## config.mk

```make
export PLATFORM = sky130hd
export DESIGN_NAME = ialist_outq_flat
export DESIGN_NICKNAME = d
export VERILOG_FILES = /design/src/rtl/assert_macros.svh /design/src/rtl/ialist_pkg.sv /design/src/rtl/ialist_if.sv /design/src/rtl/ialist_outq.sv /design/src/flat_wrapper.sv
export SDC_FILE = /design/constraint.sdc
export NUM_CORES = 1
export LEC_CHECK = 0
export BUFFER_PORTS_ARGS = -buffer_cell sky130_fd_sc_hd__buf_2
export CORE_MARGIN = 3
export CORE_UTILIZATION = 35
export DETAILED_ROUTE_END_ITERATION = 10
export PLACE_DENSITY_LB_ADDON = 0.3
export SLEW_MARGIN = 25
export SYNTH_ARGS = -nofsm -noshare
export SYNTH_HDL_FRONTEND = slang
export SYNTH_SLANG_ARGS = --single-unit
export TNS_END_PERCENT = 10
```

## constraint.sdc

```tcl
create_clock -name clk -period 2.8 [get_ports clk]
set_input_delay 0.42 -clock clk [delete_from_list [all_inputs] [get_ports clk]]
set_output_delay 0.42 -clock clk [all_outputs]
set_load 0.02 [all_outputs]
```

## src/rtl/assert_macros.svh

```systemverilog
// Assertion helpers shared by the files that check their own logic.
// Each macro samples on clk and is switched off while rst is high.
`ifndef ASSERT_MACROS_SVH
`define ASSERT_MACROS_SVH

// Same-cycle implication.
`define ASSERT_IMPL(label, ante, cons) \
  label: assert property (@(posedge clk) disable iff (rst) (ante) |-> (cons)) \
    else $error("assertion failed");

// Implication checked in the next cycle.
`define ASSERT_NEXT(label, ante, cons) \
  label: assert property (@(posedge clk) disable iff (rst) (ante) |=> (cons)) \
    else $error("assertion failed");

`endif

```

## src/rtl/ialist_pkg.sv

```systemverilog
package ialist_pkg;

  localparam int OP_W      = 3;
  localparam int POS_W     = 6;
  localparam int VAL_W     = 32;
  localparam int STATUS_W  = 2;
  localparam int RIDX_W    = 5;
  localparam int NLEN_W    = 6;
  // Widest index and count for the largest supported list (256 entries).
  localparam int IDX_MAX_W = 8;
  localparam int LEN_MAX_W = 9;

  typedef logic signed [VAL_W-1:0] val_t;

  localparam logic [OP_W-1:0] OP_CLEAR   = 3'd0;
  localparam logic [OP_W-1:0] OP_APPEND  = 3'd1;
  localparam logic [OP_W-1:0] OP_INSERT  = 3'd2;
  localparam logic [OP_W-1:0] OP_DELETE  = 3'd3;
  localparam logic [OP_W-1:0] OP_MIN     = 3'd4;
  localparam logic [OP_W-1:0] OP_MAX     = 3'd5;
  localparam logic [OP_W-1:0] OP_DEL_MIN = 3'd6;

  localparam logic [STATUS_W-1:0] STATUS_OK    = 2'd0;
  localparam logic [STATUS_W-1:0] STATUS_FULL  = 2'd1;
  localparam logic [STATUS_W-1:0] STATUS_EMPTY = 2'd2;
  localparam logic [STATUS_W-1:0] STATUS_RANGE = 2'd3;

  typedef enum logic {
    ST_IDLE,
    ST_SCAN
  } state_t;

  typedef enum logic [1:0] {
    CELL_HOLD,
    CELL_WRITE,
    CELL_INSERT,
    CELL_DELETE
  } cell_op_t;

  typedef struct packed {
    cell_op_t               kind;
    logic [IDX_MAX_W-1:0]   target;
    val_t                   value;
  } cell_cmd_t;

  typedef enum logic [1:0] {
    SCAN_MIN,
    SCAN_MAX,
    SCAN_PICK
  } scan_mode_t;

  typedef struct packed {
    scan_mode_t             mode;
    logic [IDX_MAX_W-1:0]   pick;
    val_t                   best_val;
    logic [IDX_MAX_W-1:0]   best_idx;
  } token_body_t;

  typedef struct packed {
    logic        valid;
    token_body_t body;
  } token_t;

  typedef struct packed {
    logic [STATUS_W-1:0] status;
    logic [RIDX_W-1:0]   index;
    val_t                value;
    logic [NLEN_W-1:0]   length;
  } result_t;

endpackage

```

## src/rtl/ialist_if.sv

```systemverilog


interface ialist_rsp_if;
  logic                                 valid;
  logic                                 ready;
  logic [ialist_pkg::STATUS_W-1:0]      status;
  logic [ialist_pkg::RIDX_W-1:0]        result_index;
  logic signed [ialist_pkg::VAL_W-1:0]  result_value;
  logic [ialist_pkg::NLEN_W-1:0]        new_length;

  modport source (output valid, status, result_index, result_value, new_length,
                  input ready);
  modport sink (input valid, status, result_index, result_value, new_length,
                output ready);
endinterface

```

## src/rtl/ialist_outq.sv

```systemverilog
module ialist_outq (
  input  logic                clk,
  input  logic                rst,
  input  logic                push,
  input  ialist_pkg::result_t push_data,
  output logic                full,
  ialist_rsp_if.source        rsp
);

  logic                out_valid;
  logic                out_valid_next;
  ialist_pkg::result_t out_data;
  logic                hold_valid;
  logic                hold_valid_next;
  ialist_pkg::result_t hold_data;
  logic                pop;
  logic                load_out;
  logic                load_hold;

  assign pop       = out_valid && rsp.ready;
  assign load_out  = pop ? (hold_valid || push) : (push && !out_valid);
  assign load_hold = push && (pop ? hold_valid : out_valid);

  always_comb begin
    out_valid_next  = pop ? (hold_valid || push) : (out_valid || push);
    hold_valid_next = load_hold ? 1'b1 : (pop ? 1'b0 : hold_valid);
  end

  always_ff @(posedge clk) begin
    if (rst) begin
      out_valid  <= 1'b0;
      hold_valid <= 1'b0;
    end else begin
      out_valid  <= out_valid_next;
      hold_valid <= hold_valid_next;
    end
  end

  always_ff @(posedge clk) begin
    if (load_out) out_data <= (pop && hold_valid) ? hold_data : push_data;
    if (load_hold) hold_data <= push_data;
  end

  assign full             = hold_valid;
  assign rsp.valid        = out_valid;
  assign rsp.status       = out_data.status;
  assign rsp.result_index = out_data.index;
  assign rsp.result_value = out_data.value;
  assign rsp.new_length   = out_data.length;

endmodule

```

## src/flat_wrapper.sv

```systemverilog
// flat-port wrapper written by rule: the top's interface ports become plain ports
module ialist_outq_flat 
  (clk, rst, push, push_data, full, rsp_valid, rsp_status, rsp_result_index, rsp_result_value, rsp_new_length, rsp_ready);
  ialist_rsp_if rsp_i ();
  input  logic clk;
  input  logic rst;
  input  logic push;
  input  ialist_pkg::result_t push_data;
  output logic full;
  output wire logic [$bits(rsp_i.valid)-1:0] rsp_valid;
  output wire logic [$bits(rsp_i.status)-1:0] rsp_status;
  output wire logic [$bits(rsp_i.result_index)-1:0] rsp_result_index;
  output wire logic [$bits(rsp_i.result_value)-1:0] rsp_result_value;
  output wire logic [$bits(rsp_i.new_length)-1:0] rsp_new_length;
  input wire logic [$bits(rsp_i.ready)-1:0] rsp_ready;
  assign rsp_valid = rsp_i.valid;
  assign rsp_status = rsp_i.status;
  assign rsp_result_index = rsp_i.result_index;
  assign rsp_result_value = rsp_i.result_value;
  assign rsp_new_length = rsp_i.new_length;
  assign rsp_i.ready = rsp_ready;
  ialist_outq u_core (.clk(clk), .rst(rst), .push(push), .push_data(push_data), .full(full), .rsp(rsp_i));
endmodule
```

==> run_results.csv <==
group,metric,value,unit
die,die_w,106.2,um
die,start_util,0.3700,
timing,setup_viol,0,
cts,clock-sinks,92,
power,vdd_drop_max,0.2923,mV
die,dieArea,11280,um2
outcome,status,"completed",
synthesis,yosysWarnings,0,
drt,route.vias.total,1720,
power,p_leak,1.796,nW
critical_path,end_kind,"register",
power,total_power,0.002725,W
global_route,grt_overflow,0,
critical_path,worstPathArrival,2070,ps
power,powerDensity,621.8,nW/um2
synthesis,ys_types,12,
cts,cts_root_buf,"clkbuf_8",
finish,layout.area.seq,2743,um2
critical_path,start_kind,"register",
timing,slew_headroom,0.5406,
die,rows,35,
cts,htreeDepth,3,
die,core_area,9503,um2
timing,fin_tns_setup,0,ps
drt,dr.pass1.iters,4,
synthesis,synthesis.instances,154,
finish,design_area,4383,um2
cts,cts_setup_buffers,0,
drt,via_per_inst,4.377,
synthesis,netlist_area,3516,um2
global_route,grt_pass1_vias,1703,
global_route,grt_max_degree,35,
finish,fin_nets,308,
finish,n_fill_cell,833,
timing,slew_violations,0,
worst_hold_path,hold_class,"in2reg",
drt,drt-total-wl,5831,um
die,die_h,106.2,um
cts,ctsHoldBuffers,0,
drt,drtIter0Drc,37,
placed_design,io_buffers,95,
placed_design,dp_hpwl,4196,um
cts,ctsResizeCount,0,
finish,final_layout_size_suffix_gt1_frac,0.6136,
global_route,grt_usage,0.1049,
finish,mostFrequentLayoutCell,"buf_2",
synthesis,yosysSeqAreaShare,0.7801,
finish,mostFrequentLayoutCells,"95 x buf_2, 90 x edfxtp_1, 40 x mux2_4",
cts,clk-insertion-delay-late,350,ps
drt,drtAntennaViolNets,0,
synthesis,avgSynthCellArea,22.83,um2
drt,routedWlPerCell,14.84,um
critical_path,critPathKind,"reg2reg",
finish,syn_to_final_growth,24.66,%
cts,numCtsBuffers,9,
placed_design,gp_congestion,0.7450,
synthesis,synth_nets,203,
placed_design,placed_cell_area,4183,um2
timing,fmax,508.1,MHz
global_route,grt_pass1_wl,8873,um
timing,min_period,1968,ps
drt,post-route-drc-count,0,
finish,multi_input_area,735.7,um2
timing,fin_crit_sh,0.7030,
cts,cts_tree,"built",
timing,timing_hold_violations_final,0,
timing,skew,7.655,ps
job,cap_violations,0,
cts,cts_max_path_buffers,2,
critical_path,worst_ep_required_time,2900,ps
finish,antennaDiodeCount,0,
synthesis,synth_seq_cells,92,
global_route,antenna_found_initial,0,
timing,rsz0062_at_grt,"no",
cts,clkTransAtPathRegs,90,ps
timing,worstMarginPinSlew,689.1,ps
critical_path,cp_max_fo,34,
die,ios,96,
==> final cells by class <==
type	instances	share of cell area
Inverter	2	0.001713
Clock buffer	9	0.02826
Tap cell	129	0.03683
Clock inverter	7	0.01741
Multi-Input combinational cell	56	0.1679
Timing Repair Buffer	98	0.1222
Sequential cell	92	0.6257
==> power breakdown <==
group	switching, W	internal (W)	total, W
Sequential	0.0000179	0.00158	0.00160
Clock	0.000459	0.000417	0.000875
Combinational	0.000137	0.000110	0.000247
Total	0.000614	0.00211	0.00273
==> per-stage QoR <==
step | util | hold WS (ps) | worst slack (ps) | cells
after floorplan | - | 489.1 | -187.2 | 154
after global placement | 0.4402 | 521.8 | 750.7 | 377
after detailed placement | 0.4402 | 533.4 | 711.7 | 377
after CTS | 0.4612 | 221.7 | 793.3 | 393
after global routing | 0.4612 | 231.3 | 706.8 | 393
final | 0.4612 | 250.4 | 831.7 | 393
==> Yosys cell counts (all sizes together) <==
cell type	count	area (um2)
a21oi	3	15.01
nor2	2	7.510
nand3	1	17.52
dfxtp	2	40.04
nand2	2	7.510
mux2	45	656.9
edfxtp	90	2703
nor2b	1	6.260
o21ai	2	10.01
buf	4	45.04
inv	2	7.510
==> per-layer routing <==
layer | track usage | share of wire | up-vias
met5 | 0 | 0 | -
met4 | 0.05828 | 0.023 | 0
met3 | 0.02854 | 0.054 | 12
met2 | 0.1756 | 0.52 | 54
met1 | 0.1215 | 0.41 | 838
li1 | - | - | 816
==> worst max-delay path: stages, from the launching register on <==
cell and delay [ps]:
dfxtp_1 460, nand3_4 560, buf_12 390, mux2_4 300
==> cell families after synthesis <==
| group | share of synthesized area |
|---|---|
| compound gates | 0.007116 |
| flops | 0.7801 |
| mux | 0.1868 |
| buf+inv | 0.01495 |
| simple gates | 0.01104 |
==> worst paths after layout <==
kind	from	to	slack, ps	cells after the start
worst max-delay path	u_core.full	u_core.rsp.result_value[14]	830	3
worst min-delay path	rst	u_core.rsp.valid	250	2
worst max register to register	u_core.full	u_core.rsp.result_value[14]	830	3
worst min register to register	u_core.hold_data[30]	u_core.rsp.result_value[24]	550	1
==> state kept, by name, indices dropped and copies added, names as in the netlist <==
register	count
u_core.hold_data	45
u_core.rsp.result_value	32
u_core.rsp.new_length	6
u_core.rsp.result_index	5
u_core.rsp.status	2
u_core.full	1
u_core.rsp.valid	1
(Power assumes the default switching activity.)
