[src/rtl/assert_macros.svh]
// Assertion helpers shared by the files that check their own logic.
// Each macro samples on clk and is switched off while rst is high.
`ifndef ASSERT_MACROS_SVH
`define ASSERT_MACROS_SVH

// Same-cycle implication.
`define ASSERT_IMPL(label, ante, cons) \
  label: assert property (@(posedge clk) disable iff (rst) (ante) |-> (cons)) \
    else $error("assertion failed");

// Implication checked in the next cycle.
`define ASSERT_NEXT(label, ante, cons) \
  label: assert property (@(posedge clk) disable iff (rst) (ante) |=> (cons)) \
    else $error("assertion failed");

`endif

[src/rtl/ialist_pkg.sv]
package ialist_pkg;

  localparam int OP_W      = 3;
  localparam int POS_W     = 6;
  localparam int VAL_W     = 32;
  localparam int STATUS_W  = 2;
  localparam int RIDX_W    = 5;
  localparam int NLEN_W    = 6;
  // Widest index and count for the largest supported list (256 entries).
  localparam int IDX_MAX_W = 8;
  localparam int LEN_MAX_W = 9;

  typedef logic signed [VAL_W-1:0] val_t;

  localparam logic [OP_W-1:0] OP_CLEAR   = 3'd0;
  localparam logic [OP_W-1:0] OP_APPEND  = 3'd1;
  localparam logic [OP_W-1:0] OP_INSERT  = 3'd2;
  localparam logic [OP_W-1:0] OP_DELETE  = 3'd3;
  localparam logic [OP_W-1:0] OP_MIN     = 3'd4;
  localparam logic [OP_W-1:0] OP_MAX     = 3'd5;
  localparam logic [OP_W-1:0] OP_DEL_MIN = 3'd6;

  localparam logic [STATUS_W-1:0] STATUS_OK    = 2'd0;
  localparam logic [STATUS_W-1:0] STATUS_FULL  = 2'd1;
  localparam logic [STATUS_W-1:0] STATUS_EMPTY = 2'd2;
  localparam logic [STATUS_W-1:0] STATUS_RANGE = 2'd3;

  typedef enum logic {
    ST_IDLE,
    ST_SCAN
  } state_t;

  typedef enum logic [1:0] {
    CELL_HOLD,
    CELL_WRITE,
    CELL_INSERT,
    CELL_DELETE
  } cell_op_t;

  typedef struct packed {
    cell_op_t               kind;
    logic [IDX_MAX_W-1:0]   target;
    val_t                   value;
  } cell_cmd_t;

  typedef enum logic [1:0] {
    SCAN_MIN,
    SCAN_MAX,
    SCAN_PICK
  } scan_mode_t;

  typedef struct packed {
    scan_mode_t             mode;
    logic [IDX_MAX_W-1:0]   pick;
    val_t                   best_val;
    logic [IDX_MAX_W-1:0]   best_idx;
  } token_body_t;

  typedef struct packed {
    logic        valid;
    token_body_t body;
  } token_t;

  typedef struct packed {
    logic [STATUS_W-1:0] status;
    logic [RIDX_W-1:0]   index;
    val_t                value;
    logic [NLEN_W-1:0]   length;
  } result_t;

endpackage

[src/rtl/ialist_cell.sv]
module ialist_cell #(
  parameter int INDEX = 0
) (
  input  logic                                  clk,
  input  logic                                  rst,
  input  ialist_pkg::cell_cmd_t                 cmd,
  input  logic [ialist_pkg::LEN_MAX_W-1:0]      length,
  input  ialist_pkg::val_t                      prev_entry,
  input  ialist_pkg::val_t                      next_entry,
  output ialist_pkg::val_t                      entry,
  input  ialist_pkg::token_t                    tok_in,
  output ialist_pkg::token_t                    tok_out
);

  localparam logic [ialist_pkg::IDX_MAX_W-1:0] MY_IDX = ialist_pkg::IDX_MAX_W'(INDEX);

  logic                    at;
  logic                    above;
  logic                    live;
  logic                    take;
  logic                    tok_valid;
  ialist_pkg::token_body_t tok_body;
  ialist_pkg::token_body_t tok_body_next;

  assign at    = (cmd.target == MY_IDX);
  assign above = (MY_IDX > cmd.target);
  assign live  = (ialist_pkg::LEN_MAX_W'(INDEX) < length);

  // Entries shift as a whole row: each cell looks only at its neighbors.
  always_ff @(posedge clk) begin
    unique case (cmd.kind)
      ialist_pkg::CELL_HOLD: begin
      end
      ialist_pkg::CELL_WRITE: begin
        if (at) entry <= cmd.value;
      end
      ialist_pkg::CELL_INSERT: begin
        if (at) entry <= cmd.value;
        else if (above) entry <= prev_entry;
      end
      ialist_pkg::CELL_DELETE: begin
        if (at || above) entry <= next_entry;
      end
      default: begin
      end
    endcase
  end

  // The scan token picks up this live entry when it beats the best so far, or when this is the picked index.
  always_comb begin
    unique case (tok_in.body.mode)
      ialist_pkg::SCAN_MIN:  take = live && (entry < tok_in.body.best_val);
      ialist_pkg::SCAN_MAX:  take = live && (entry > tok_in.body.best_val);
      ialist_pkg::SCAN_PICK: take = live && (tok_in.body.pick == MY_IDX);
      default:               take = 1'b0;
    endcase
  end

  always_comb begin
    tok_body_next = tok_in.body;
    if (take) begin
      tok_body_next.best_val = entry;
      tok_body_next.best_idx = MY_IDX;
    end
  end

  always_ff @(posedge clk) begin
    if (rst) begin
      tok_valid <= 1'b0;
    end else begin
      tok_valid <= tok_in.valid;
    end
  end

  always_ff @(posedge clk) begin
    tok_body <= tok_body_next;
  end

  assign tok_out.valid = tok_valid;
  assign tok_out.body  = tok_body;

endmodule

[config.mk]
export PLATFORM = sky130hd
export DESIGN_NAME = ialist_cell
export DESIGN_NICKNAME = d
export VERILOG_FILES = /design/src/rtl/assert_macros.svh /design/src/rtl/ialist_pkg.sv /design/src/rtl/ialist_cell.sv
export SDC_FILE = /design/constraint.sdc
export NUM_CORES = 1
export LEC_CHECK = 0
export BUFFER_PORTS_ARGS = -buffer_cell sky130_fd_sc_hd__buf_2
export CORE_MARGIN = 5
export CORE_UTILIZATION = 44
export DETAILED_ROUTE_END_ITERATION = 6
export GPL_TIMING_DRIVEN = 0
export PLACE_DENSITY = 0.81
export SYNTH_ARGS = -nofsm -noshare
export SYNTH_HDL_FRONTEND = slang
export SYNTH_SLANG_ARGS = --single-unit
[constraint.sdc]
create_clock -name clk -period 3.4 [get_ports clk]
set_input_delay 0.34 -clock clk [delete_from_list [all_inputs] [get_ports clk]]
set_output_delay 0.34 -clock clk [all_outputs]
set_load 0.005 [all_outputs]
==> summary.txt, run 1 <==
Place
  • I/O Buffers: 249
  • GPL Wtd Cong: 0.9216
  • HPWL after DPL: 11.61 mm
  • Dpl cells: 764
  • Placed Area: 0.005622 mm^2

Layout
  • Post-route core utilization: 62.84%
  • Most common cell after layout, fill and taps aside: buf_2
  • Nets: 849
  • Most frequent cells in the layout: 249 x buf_2, 64 x o22ai_1, 51 x dfxtp_1, 48 x a21oi_1, 36 x inv_1
  • Ant diodes: 0
  • Area Overhead vs Synth: 38.70%
  • Layout cell share with drive strength beyond 1: 47.00%
  • Fin cells: 780
  • Design Area, Final: 0.005834 mm^2

Logic synthesis
  • Mux cell area share after synthesis: 11.24%
  • Area contributors post-synth: dfxtp_1 24%, edfxtp_1 23%, mux2_4 11%
  • Post-synth top area share: 24.27%
  • Cells after synthesis: 386
  • Sequential share of the synthesized area: 47.11%
  • Net Count, Synth: 589
  • Synth warnings: 0
  • Mean Syn Cell Area: 10.90 um^2
  • Number of synthesized register bits: 83
  • Post-synth top area cell: dfxtp_1
  • XOR/XNOR share of the synthesized area: 0.2082%
  • Post-synth ARST share: 0%
  • Simple-gate share of the synthesized area: 7.347%
  • Adder-cell share of the synthesized area: 10.41%
  • Main combinational cell family by area after synthesis: compound AO/OA/AOI/OAI gates
  • Primary FF master, synth: dfxtp_1
  • Post-synthesis compound-gate area fraction: 17.79%
  • Netlist Area Pre-Place: 0.004207 mm^2
  • Post-synth EDFFs: 32
  • Library cells used by synthesis: 33

Detailed routing
  • Wirelength per Cell: 17.79 um
  • Final WL: 13.88 mm
  • Residual DRC count: 0
  • Antenna-violating nets left: 0
  • Vias per cell: 5.349
  • Drt first-iter violations: 238
  • Vias after detailed routing: 4,172
  • TritonRoute pass-1 iters: 5

Pwr
  • Power Density: 395.8 mW/mm^2
  • Max VDD drop: 0.2217 mV
  • Static Leakage: 0.002887 uW

Critical path
  • Worst R2R Start: entry[1]
  • Top Family by Delay on Critical Path: compound AO/OA/AOI/OAI gates
  • Critical-path top delay cell: a2111oi_4
  • Worst-path cell chain: ha_1, nor2b_1, o211ai_1, a2111o_1, o211ai_1, a21oi_1, xor2_1, a2111oi_4, buf_6, mux2_4
  • CP most frequent cell: o211ai_1
  • Slowest stage delay, CP: 0.54 ns
  • CP Class: reg2reg
  • Startpoint types: flop
  • Reg2reg path depth: 10
  • Worst path bufs/invs: 1
  • Critical Path AT: 3.43 ns
  • Worst EP required: 3.63 ns
  • Crit. End Element: flop
  • CP max FO: 10
  • Worst R2R Setup Slack: 0.20 ns
  • Critical R2R Capture: tok_out[15]

STA
  • Fin. Hold Viols: 0
  • Setup TNS: 0 ns
  • Slew headroom: 36.16%
  • Fin. max-slew vios: 0
  • Worst slew pin tran: 0.9553 ns
  • # setup viols final: 0
  • Min Tclk post-route: 3.202 ns
  • Setup skew after layout: 0.02065 ns
  • Tcrit/Tclk final: 94.18%
  • F_max: 0.3123 GHz
  • RSZ-0062 raised after global routing: false

Global route
  • GR Overflow Total: 0
  • Initial antenna violation count: 0
  • Global-route wire length before repair: 20.85 mm
  • Largest net degree at the start of global routing: 33
  • Total Routing Usage GR: 23.15%
  • Vias in the first global route: 4,228

Clocking
  • Worst-Skew Late Latency: 0.35 ns
  • CTS Sinks: 83
  • Cts-stage hold buffer count: 0
  • Reg clk slew, reported paths: 0.10 ns
  • Root Buffer Master: clkbuf_8
  • Post_cts resized: 0
  • TritonCTS clock tree: yes
  • Number of buffers created by CTS: 9
  • Clk buf depth: 2
  • H-Tree Depth: 3
  • Post-CTS setup buffer count: 0

Floorplan
  • Area of the die: 0.01162 mm^2
  • Die height: 107.8 um
  • Boundary pin count: 251
  • Die X: 107.8 um
  • Core area: 0.009284 mm^2
  • Initial Utilization: 45.31%
  • Placement Rows: 35

Worst hold path
  • HP Class: in2reg
  • Hold Crit Depth: 1
  • Min-Delay Startpoint: tok_in[42]
  • Hold EP: tok_out[42]

Job
  • Maxcap violations: 0

Run status
  • Status: completed
==> cells in the mapped netlist, types with 2 or more instances <==
| cell | number |
|---|---|
| dfxtp_1 | 51 |
| nand4_1 | 6 |
| buf_6 | 4 |
| ha_1 | 35 |
| nor2b_1 | 10 |
| edfxtp_1 | 32 |
| clkbuf_1 | 13 |
| mux2_1 | 2 |
| buf_1 | 3 |
| o21ai_0 | 3 |
| o22ai_1 | 64 |
| o211ai_1 | 3 |
| nand4_2 | 2 |
| nor4_1 | 7 |
| a21oi_1 | 48 |
| inv_1 | 36 |
| mux2_4 | 30 |
| nand2_1 | 14 |
| nor2_1 | 7 |
| nand3_1 | 3 |
==> worst max path at each step <==
stage | start | end | slack [ns] | cells past startpoint
global placement | cmd[37] | entry[13] | -0.28 | 5
CTS | entry[1] | tok_out[12] | 0.21 | 10
global route | entry[1] | tok_out[33] | 0.08 | 10
floorplan | entry[27] | tok_out[10] | 0.61 | 10
detailed placement | entry[27] | tok_out[32] | 0.25 | 10
finish | entry[1] | tok_out[15] | 0.20 | 10
==> kinds of logic after synthesis <==
logic type,count (synthesis)
AO/OA/AOI/OAI,124
multiplexers,32
adder cells (fa/ha/maj),35
buffers and inverters,57
AND/OR/NAND/NOR,54
XOR/XNOR,1
flip-flops,83
==> worst register-to-register path, stage by stage, from the launching register on <==
cell	delay [ns]
edfxtp_1	0.46
ha_1	0.34
nor2b_1	0.14
o211ai_1	0.14
a2111o_1	0.40
o211ai_1	0.17
a21oi_1	0.13
xor2_1	0.18
a2111oi_4	0.54
buf_6	0.26
mux2_4	0.32
==> metrics by stage <==
step | total power (uW) | hold slack (ns) | setup slack, ns
after floorplan | 1375 | 0.3677 | 0.6071
after global placement | 1577 | 0.4589 | -0.2814
after detailed placement | 1594 | 0.4616 | 0.2530
after CTS | 2323 | 0.08710 | 0.2099
after global routing | 2414 | 0.08020 | 0.08115
final | 2310 | 0.1072 | 0.1980
==> flip-flops by register name (all words and copies together) (netlist names) <==
signal	count
entry	32
tok_out	50
tok_valid	1
==> layer usage <==
metal | part of all wire, % | vias up | GRT usage (%)
li1 | - | 1980 | -
met5 | 0 | - | 0
met1 | 37 | 1882 | 26.87
met3 | 9.0 | 43 | 4.439
met2 | 50 | 267 | 41.56
met4 | 3.1 | 0 | 9.378
==> power by group <==
| group | total (uW) | switching, uW | leakage [uW] | internal (uW) |
|---|---|---|---|---|
| clock network | 737 | 361 | 0.000113 | 376 |
| registers | 1110 | 12.6 | 0.000729 | 1090 |
| logic | 467 | 217 | 0.00204 | 250 |
==> final cells by class <==
| class | count | area (um^2) |
|---|---|---|
| fill | 811 | 3450 |
| multi-input combinational | 246 | 1984 |
| clock buffer | 12 | 187.7 |
| tap | 129 | 161.4 |
| buffer | 21 | 112.6 |
| clock inverter | 4 | 25.02 |
| inverter | 36 | 135.1 |
| timing repair buffer | 249 | 1246 |
| sequential | 83 | 1982 |
No activity file was read; power rests on OpenSTA's default activity.
==> inputs of run 2 (changes only) <==
- CELL_PAD_IN_SITES_DETAIL_PLACEMENT: default -> 0
- CELL_PAD_IN_SITES_GLOBAL_PLACEMENT: default -> 1
- CORE_UTILIZATION: 44 -> 32
- PLACE_DENSITY: 0.81 -> default
- PLACE_DENSITY_LB_ADDON: default -> 0.1
- SETUP_SLACK_MARGIN: default -> 0.2
==> run 2 against run 1 <==
Against the previous run: die area rose by 34%; worst hold slack improved by 0.012 ns; cell area rose by 3.8%; worst setup slack improved by 0.18 ns; sequential power barely moved; critical path depth did not move; critical path type unchanged; largest cell class unchanged.
==> summary.txt, run 2 (synthesis gave the netlist of run 1 again) <==
Run status
  • Status: completed

Global route
  • Initial antenna violation count: 3 (+3)
  • Total Routing Usage GR: 18.56% (-4.6 points)
  • Global-route wire length before repair: 22.44 mm (+7.6%)
  • Met3 usage in global routing: 6.175% (+1.7 points)
  • Met1 usage: 22.04% (-4.8 points)
  • GR Overflow Total: 0 (unchanged)
  • Largest net degree at the start of global routing: 18 (-45%)
  • M2 GR Usage: 31.27% (-10 points)
  • Global route hottest layer: met2
  • Vias in the first global route: 4,228 (unchanged)

Job
  • Maxcap violations: 0 (unchanged)

Clocking
  • TritonCTS clock tree: yes
  • Reg clk slew, reported paths: 0.06 ns (-0.04 ns)
  • Worst-Skew Late Latency: 0.34 ns (about the same)
  • CTS Sinks: 83 (unchanged)
  • Root Buffer Master: clkbuf_16
  • Number of buffers created by CTS: 9 (unchanged)
  • Clk buf depth: 2 (unchanged)
  • H-Tree Depth: 3 (unchanged)
  • Cts-stage hold buffer count: 0 (unchanged)

Pwr
  • Total design power: 2533 uW (+9.7%)
  • Combinational share of power: 18.6% (-1.6 points)
  • Switch Pwr: 611.0 uW (+3.5%)
  • Max VDD drop: 0.2059 mV (-7.1%)
  • Sw frac: 24.13% (-1.4 points)
  • Register share of total power: 43.8% (-4.1 points)
  • Static Leakage: 0.002958 uW (+2.5%)
  • Pint: 1922 uW (+12%)
  • Clock share of power: 37.6% (+5.7 points)
  • Power Density: 418.0 mW/mm^2 (+5.6%)

Detailed routing
  • Residual DRC count: 0 (unchanged)
  • Antenna-violating nets left: 0 (unchanged)
  • Drt first-iter violations: 174 (-27%)
  • Vias per cell: 4.800 (-10%)
  • Wirelength per Cell: 17.72 um (-0.41%)
  • Vias after detailed routing: 3,994 (-4.3%)
  • TritonRoute pass-1 iters: 4 (-1)
  • Final WL: 14.74 mm (+6.2%)

STA
  • F_max: 0.3304 GHz (+5.8%)
  • Slew headroom: 56.85% (+21 points)
  • Fin. max-slew vios: 0 (unchanged)
  • # setup viols final: 0 (unchanged)
  • Min Tclk post-route: 3.027 ns (-0.1754 ns)
  • Setup TNS: 0 ns (unchanged)
  • Fin. Hold Viols: 0 (unchanged)
  • Tcrit/Tclk final: 89.02% (-5.2 points)
  • RSZ-0062 raised after global routing: true
  • Setup skew after layout: 0.007590 ns (-0.01306 ns)
  • Worst slew pin tran: 0.6473 ns (-0.3080 ns)

Floorplan
  • Initial Utilization: 32.93% (-12 points)
  • Area of the die: 0.01554 mm^2 (+34%)
  • Die X: 124.7 um (+16%)
  • Die height: 124.7 um (+16%)
  • Placement Rows: 41 (+17%)
  • Boundary pin count: 251 (unchanged)
  • Core area: 0.01277 mm^2 (+38%)

Critical path
  • Crit. End Element: flop
  • CP max FO: 10 (unchanged)
  • Reg2reg path depth: 10 (unchanged)
  • Slowest stage delay, CP: 0.49 ns (-0.05 ns)
  • Worst-path cell chain: ha_4, nand4_2, a2111o_1, o211ai_1, a21oi_1, xor2_1, a2111oi_4, buf_4, buf_8, mux2_4
  • Worst EP required: 3.62 ns (about the same)
  • CP Class: reg2reg
  • Critical R2R Capture: tok_out[11]
  • Worst R2R Start: entry[14]
  • Worst R2R Setup Slack: 0.37 ns (+0.18 ns)
  • Startpoint types: flop
  • Critical Path AT: 3.25 ns (-0.18 ns)
  • Critical-path top delay cell: edfxtp_1

Layout
  • Max reg flops: 50 (unchanged)
  • Layout cell share with drive strength beyond 1: 47.04% (about the same)
  • Nets: 857 (+0.94%)
  • Fin cells: 832 (+6.7%)
  • Most common cell after layout, fill and taps aside: buf_2
  • Layout fillers: 1,262 (+56%)
  • Post-route core utilization: 47.43% (-15 points)
  • Most frequent cells in the layout: 249 x buf_2, 64 x o22ai_1, 51 x dfxtp_1, 48 x a21oi_1, 36 x inv_1
  • Sequential cell area: 0.001982 mm^2 (unchanged)
  • Area of the multi-input gates: 0.001997 mm^2 (+0.63%)
  • Area Overhead vs Synth: 44.02%

Worst hold path
  • HP Class: in2reg
  • Hold Crit Depth: 1 (unchanged)
  • Hold EP: tok_out[43]
  • Min-Delay Startpoint: tok_in[43]

Place
  • GPL Wtd Cong: 0.8394 (-8.9%)
  • I/O Buffers: 249 (unchanged)
  • HPWL after DPL: 12.39 mm (+6.7%)
  • Dpl cells: 808 (+5.8%)
[run 2: changes by cell type in the layout (fill, tap and decap cells not counted), moves of 4 or more]
cell       before  now
clkbuf_1       13   17
buf_4           1    8
clkbuf_16       2    9
clkbuf_8       10    0
[run 2: through the flow]
stage | worst slack, ns | hold slack [ns] | cell area (um^2)
2_1_floorplan | 0.6071 | 0.3677 | 4207
3_3_place_gp | -0.4915 | 0.4589 | 5668
3_5_place_dp | 0.1627 | 0.4611 | 5703
4_1_cts | 0.2573 | 0.1019 | 5998
5_1_grt | 0.1682 | 0.1068 | 6058
6_report | 0.3734 | 0.1191 | 6058
[run 2: power by group through the flow]
stage               clock network [uW]  registers, uW  logic, uW
floorplan                            0           1140        235
global route                      1020           1110        521
global placement                     0           1130        460
finish                             952           1110        472
detailed placement                   0           1130        466
CTS                                985           1110        472
[run 2: worst max-delay path by stage]
stage	endpoint	depth (start not counted)	startpoint	slack (ns)
after floorplan	tok_out[10]	10	entry[27]	0.61
after global placement	entry[15]	5	cmd[37]	-0.49
after detailed placement	tok_out[11]	10	entry[27]	0.16
after CTS	tok_out[11]	11	entry[14]	0.26
after global routing	tok_out[11]	11	entry[5]	0.17
final	tok_out[11]	10	entry[14]	0.37
[run 2: layer usage]
| layer | up-vias | wire length [um] |
|---|---|---|
| li1 | 1999 | - |
| met1 | 1774 | 6071 |
| met5 | - | 27 |
| met2 | 196 | 7089 |
| met4 | 4 | 279 |
| met3 | 21 | 1277 |
[run 2: layout make-up]
type | count | area share [%]
antenna | 1 | 0.04131
buffer | 21 | 1.983
clock buffer | 13 | 3.965
clock inverter | 3 | 0.6609
inverter | 36 | 2.230
multi-input combinational | 246 | 32.96
sequential | 83 | 32.71
tap | 172 | 3.552
timing repair buffer | 257 | 21.89
[run 2: critical path, delay by kind of cell (launching register included)]
| family | cells | cell delay (ns) |
|---|---|---|
| compound gates | 4 | 1.08 |
| xor+xnor | 1 | 0.19 |
| fa+ha+maj | 1 | 0.33 |
| buf+inv | 2 | 0.35 |
| flops | 1 | 0.49 |
| mux | 1 | 0.31 |
| simple gates | 1 | 0.15 |
[run 2: what timing repair did]
item	in CTS	in global routing
hold endpoints to repair	0	0
endpoints found under the setup margin	30	32
buffers inserted	2	5
pin swaps	1	3
resized for setup	0	3
